## src/rtl/core/pflt_pkg.sv

```systemverilog
`timescale 1ns / 1ps
// ----------------------------------------------------------------------------
// pflt_pkg
// Shared types, codes and sizes of the prime field log table ALU.
// ----------------------------------------------------------------------------
package pflt_pkg;

  localparam int TABLE_DEPTH = 256;
  localparam int TBL_AW      = $clog2(TABLE_DEPTH);

  localparam int OPC_W  = 3;
  localparam int OPA_W  = 32;
  localparam int ELEM_W = 8;
  localparam int STAT_W = 2;
  localparam int REM_NW = 6;

  localparam logic [OPC_W-1:0] OP_BUILD  = 3'd0;
  localparam logic [OPC_W-1:0] OP_REDUCE = 3'd1;
  localparam logic [OPC_W-1:0] OP_ADD    = 3'd2;
  localparam logic [OPC_W-1:0] OP_NEG    = 3'd3;
  localparam logic [OPC_W-1:0] OP_MUL    = 3'd4;
  localparam logic [OPC_W-1:0] OP_INV    = 3'd5;
  localparam logic [OPC_W-1:0] OP_DIV    = 3'd6;
  localparam logic [OPC_W-1:0] OP_NONE   = 3'd7;

  localparam logic [STAT_W-1:0] ST_OK       = 2'd0;
  localparam logic [STAT_W-1:0] ST_ZERO_DIV = 2'd1;
  localparam logic [STAT_W-1:0] ST_RANGE    = 2'd2;
  localparam logic [STAT_W-1:0] ST_NO_TABLE = 2'd3;

  // Register index taken from paddr[2].
  localparam logic REG_PRIME = 1'b0;

  // Request to the shared remainder unit.
  typedef struct packed {
    logic              start;
    logic [OPA_W-1:0]  dividend;
    logic [REM_NW-1:0] nbits;
    logic [ELEM_W-1:0] divisor;
  } rem_req_t;

  typedef struct packed {
    logic              busy;
    logic              done;
    logic [ELEM_W-1:0] rem;
  } rem_rsp_t;

endpackage

```

## src/rtl/core/pflt_rem.sv

```systemverilog
`timescale 1ns / 1ps
// ----------------------------------------------------------------------------
// pflt_rem
// Shared restoring remainder unit: one dividend bit per cycle, MSB first.
// ----------------------------------------------------------------------------
module pflt_rem
  import pflt_pkg::*;
(
  input  logic     clk,
  input  logic     rst,
  input  rem_req_t req,
  output rem_rsp_t rsp
);

  logic [OPA_W-1:0]  sh;
  logic [REM_NW-1:0] cnt;
  logic [ELEM_W-1:0] div;
  logic [ELEM_W-1:0] r;
  logic              run;
  logic              done;
  logic [ELEM_W:0]   trial;

  // The partial remainder stays below the divisor, so one subtract suffices.
  assign trial = {r, sh[OPA_W-1]};

  always_ff @(posedge clk) begin
    if (rst) begin
      run  <= 1'b0;
      done <= 1'b0;
    end else begin
      done <= 1'b0;
      if (req.start) begin
        run <= 1'b1;
        cnt <= req.nbits;
        div <= req.divisor;
        r   <= '0;
        // Left-align the dividend so that its top bit is taken first.
        sh  <= req.dividend << (REM_NW'(OPA_W) - req.nbits);
      end else if (run) begin
        sh  <= sh << 1;
        cnt <= cnt - REM_NW'(1);
        if (trial >= {1'b0, div}) begin
          r <= ELEM_W'(trial - {1'b0, div});
        end else begin
          r <= trial[ELEM_W-1:0];
        end
        if (cnt == REM_NW'(1)) begin
          run  <= 1'b0;
          done <= 1'b1;
        end
      end
    end
  end

  assign rsp.busy = run;
  assign rsp.done = done;
  assign rsp.rem  = r;

endmodule

```

## config.mk

```make
export PLATFORM = sky130hd
export DESIGN_NAME = pflt_rem
export DESIGN_NICKNAME = d
export VERILOG_FILES = /design/src/rtl/core/pflt_pkg.sv /design/src/rtl/core/pflt_rem.sv
export SDC_FILE = /design/constraint.sdc
export NUM_CORES = 1
export LEC_CHECK = 0
export ABC_CLOCK_PERIOD_IN_PS = 10300
export BUFFER_PORTS_ARGS = -buffer_cell sky130_fd_sc_hd__buf_2
export CORE_UTILIZATION = 40
export CTS_CLUSTER_DIAMETER = 80
export DETAILED_ROUTE_END_ITERATION = 8
export GPL_ROUTABILITY_DRIVEN = 0
export PLACE_DENSITY_LB_ADDON = 0.15
export SYNTH_ARGS = -nofsm -noshare
export SYNTH_HDL_FRONTEND = slang
export SYNTH_SLANG_ARGS = --single-unit
```

## constraint.sdc

```tcl
create_clock -name clk -period 10.3 [get_ports clk]
set_clock_uncertainty 0.2 [all_clocks]
set_input_delay 2.06 -clock clk [delete_from_list [all_inputs] [get_ports clk]]
set_output_delay 2.06 -clock clk [all_outputs]
set_load 0.01 [all_outputs]
```

==> out/results.tsv <==
metric	value	unit
Num CTS Buffers	5	
area delta synth->final	10.67	%
post-route ant nets	0	
Tot GR Track Use	0.1993	
antenna violations before repair	0	
synthesized area	4360	sq um
number of flops mapped to enable cells by yosys	54	
Post CTS Setup Buffer Count	0	
Vias/cell	5.750	
Main synth FF type	edfxtp_1	
Leakage Power	1.951	nW
Peak VDD IR	0.06382	mV
CTS sink count	56	
Syn Area/Cell	10.14	sq um
Max Fclk	195.0	MHz
Final Max Tran Viols	0	
Compound-Gate Fraction of Synth Area	0.1469	
Placement Rows	37	
RSZ-0062 raised after global routing	no	
vias in the first global route	3282	
Worst-Skew Late Latency	0.31	ns
largest net degree at the start of global routing	47	
H-tree Lvls	2	
Die Span Y	106.4	um
maxcap violations	0	
Root Driver	clkbuf_8	
Post-Synth Simple-Gate Area	0.1504	
Initial Utilization	0.4168	
WL per Instance	17.89	um
cell count after synthesis	430	
Setup CP Type	in2reg	
clock-pin slew on the worst setup and hold paths	0.11	ns
dpl cells	601	
global-route wire length before repair	17500	um
FILL cells	1031	
Final Non-Filler Cells	609	
commonest non-fill, non-tap cell in the layout	nand2_1	
Top-Level Pins	59	
multiplexer area fraction after synthesis	0.1934	
commonest cells after routing, fill and taps aside	nand2_1, buf_2, edfxtp_1	
design area	4826	sq um
first-pass detailed-route iteration total	6	
total negative slack	0	ns
post-synthesis adder-cell area fraction	0.03615	
crit path DAT	5.00	ns
Diodes inserted	0	
Async SR Flop Fraction	0	
Reg area	1662	sq um
CTS tree	built	
Net Count, Synth	491	
Setup WS pre-CTS	4.853	ns
Final Setup Violations	0	
Slew headroom	0.3929	
YS warnings	0	
Core Box Area	10460	sq um
status	completed	
Req. time, crit path	10.17	ns
register area share after synthesis	0.3811	
via count	3502	
DRT iter0 DRCs	366	
multi-input logic area	2472	sq um
nets@finish	533	
HPWL after DPL	7939	um
measured slew at the worst slew-check pin	0.9093	ns
Seq cells post-synth	56	
worst hold slack	0.3321	ns
layout cells sized above 1	0.2093	
power per cell area	132.0	nW/um^2
period utilization	0.4979	
maximum fanout along the worst path	37	
startpoint types	input port	
main combinational cell family by area after synthesis	multiplexers	
die width	106.4	um
Final Hold Viols	0	
Total Wirelength	10890	um
IO buf count	58	
Resized Gates After CTS	0	
CTS Hold Buffers Added	0	
remaining global-route overflow	0	
Die Area	11320	sq um
Worst setup EP type	register	
Yosys cell types	61	
post-route minimum period	5.128	ns
dpl cell area	4715	sq um
post-synthesis xor/xnor area fraction	0.03845	
worst hold path type	reg2reg	
DRC	0	
CTS Buffer Depth	2	
final setup margin	5.172	ns
[routing by layer]
| metal | GRT usage | up-vias | part of all wire |
|---|---|---|---|
| li1 | - | 1696 | - |
| met1 | 0.2898 | 1674 | 0.47 |
| met2 | 0.3168 | 122 | 0.46 |
| met3 | 0.02820 | 10 | 0.065 |
| met4 | 0.03914 | 0 | 0.012 |
| met5 | 0 | - | 0 |
[final timing paths]
path / start / to / slack [ns] / cells past startpoint
min: sh[9]$_DFFE_PP_ / sh[10]$_DFFE_PP_ / 0.33 / 1
min reg2reg: sh[9]$_DFFE_PP_ / sh[10]$_DFFE_PP_ / 0.33 / 1
max: req[8] / sh[30]$_DFFE_PP_ / 5.17 / 10
max reg2reg: r[2]$_SDFFCE_PP0P_ / r[1]$_SDFFCE_PP0P_ / 7.52 / 7
[cells in the mapped netlist (3+ instances only)]
cell,number,area share
o221ai_1,3,0.0060
a31oi_1,3,0.0043
nor3_1,9,0.010
nor2_1,44,0.038
buf_2,10,0.011
a22o_1,4,0.0080
nor2b_1,4,0.0057
edfxtp_1,54,0.37
nand3_1,20,0.023
clkbuf_1,7,0.0060
a221o_1,3,0.0069
o2bb2ai_1,6,0.012
nand2_1,64,0.055
ha_1,11,0.032
mux2i_1,46,0.11
o2111ai_1,6,0.012
xnor2_1,6,0.012
buf_1,5,0.0043
xor2_1,5,0.010
a22oi_1,4,0.0069
inv_1,19,0.016
buf_6,3,0.0077
o211ai_1,3,0.0052
buf_4,4,0.0069
o21ai_0,11,0.013
a21oi_1,12,0.014
mux4_2,15,0.077
a32o_1,6,0.014
[registers in the layout, summed over array words and instances, names as in the netlist]
register,count
r,8
run,1
div,8
done,1
sh,32
cnt,6
[layout make-up]
cell class	instances	area share
Clock buffer	6	0.01504
Clock inverter	2	0.008037
Inverter	20	0.01556
Multi-Input combinational cell	325	0.5123
Sequential cell	56	0.3443
Tap cell	136	0.03526
Timing Repair Buffer	64	0.06948
[critical path, cell delays in order]
cell and delay [ns]:
buf_2 0.07, buf_4 0.47, inv_1 0.16, ha_1 0.74, buf_4 0.38, mux4_2 0.35, mux2_2 0.27, nand2_1 0.06
o21ai_0 0.08, a221o_1 0.32
[report_power, final]
part	internal, mW	switching (mW)
sequential	0.273	0.00885
combinational	0.0826	0.122
clock	0.0737	0.0766
total	0.430	0.208
[per-stage QoR]
| stage | util | power (mW) |
|---|---|---|
| after global routing | 0.4613 | 0.6731 |
| after CTS | 0.4613 | 0.6427 |
| after detailed placement | 0.4506 | 0.4902 |
| final | 0.4613 | 0.6371 |
| after floorplan | - | 0.4347 |
| after global placement | 0.4506 | 0.4886 |
[logic make-up after synthesis]
kind of cell               count (synthesis)
DFF                                       56
xor gates and xnor gates                  14
and+or+nand+nor                          151
muxes                                     65
buffers and inverters                     49
adders and majority gates                 12
AOI/OAI and AO/OA                         83
Note: power is estimated with default switching activity, not from simulation.
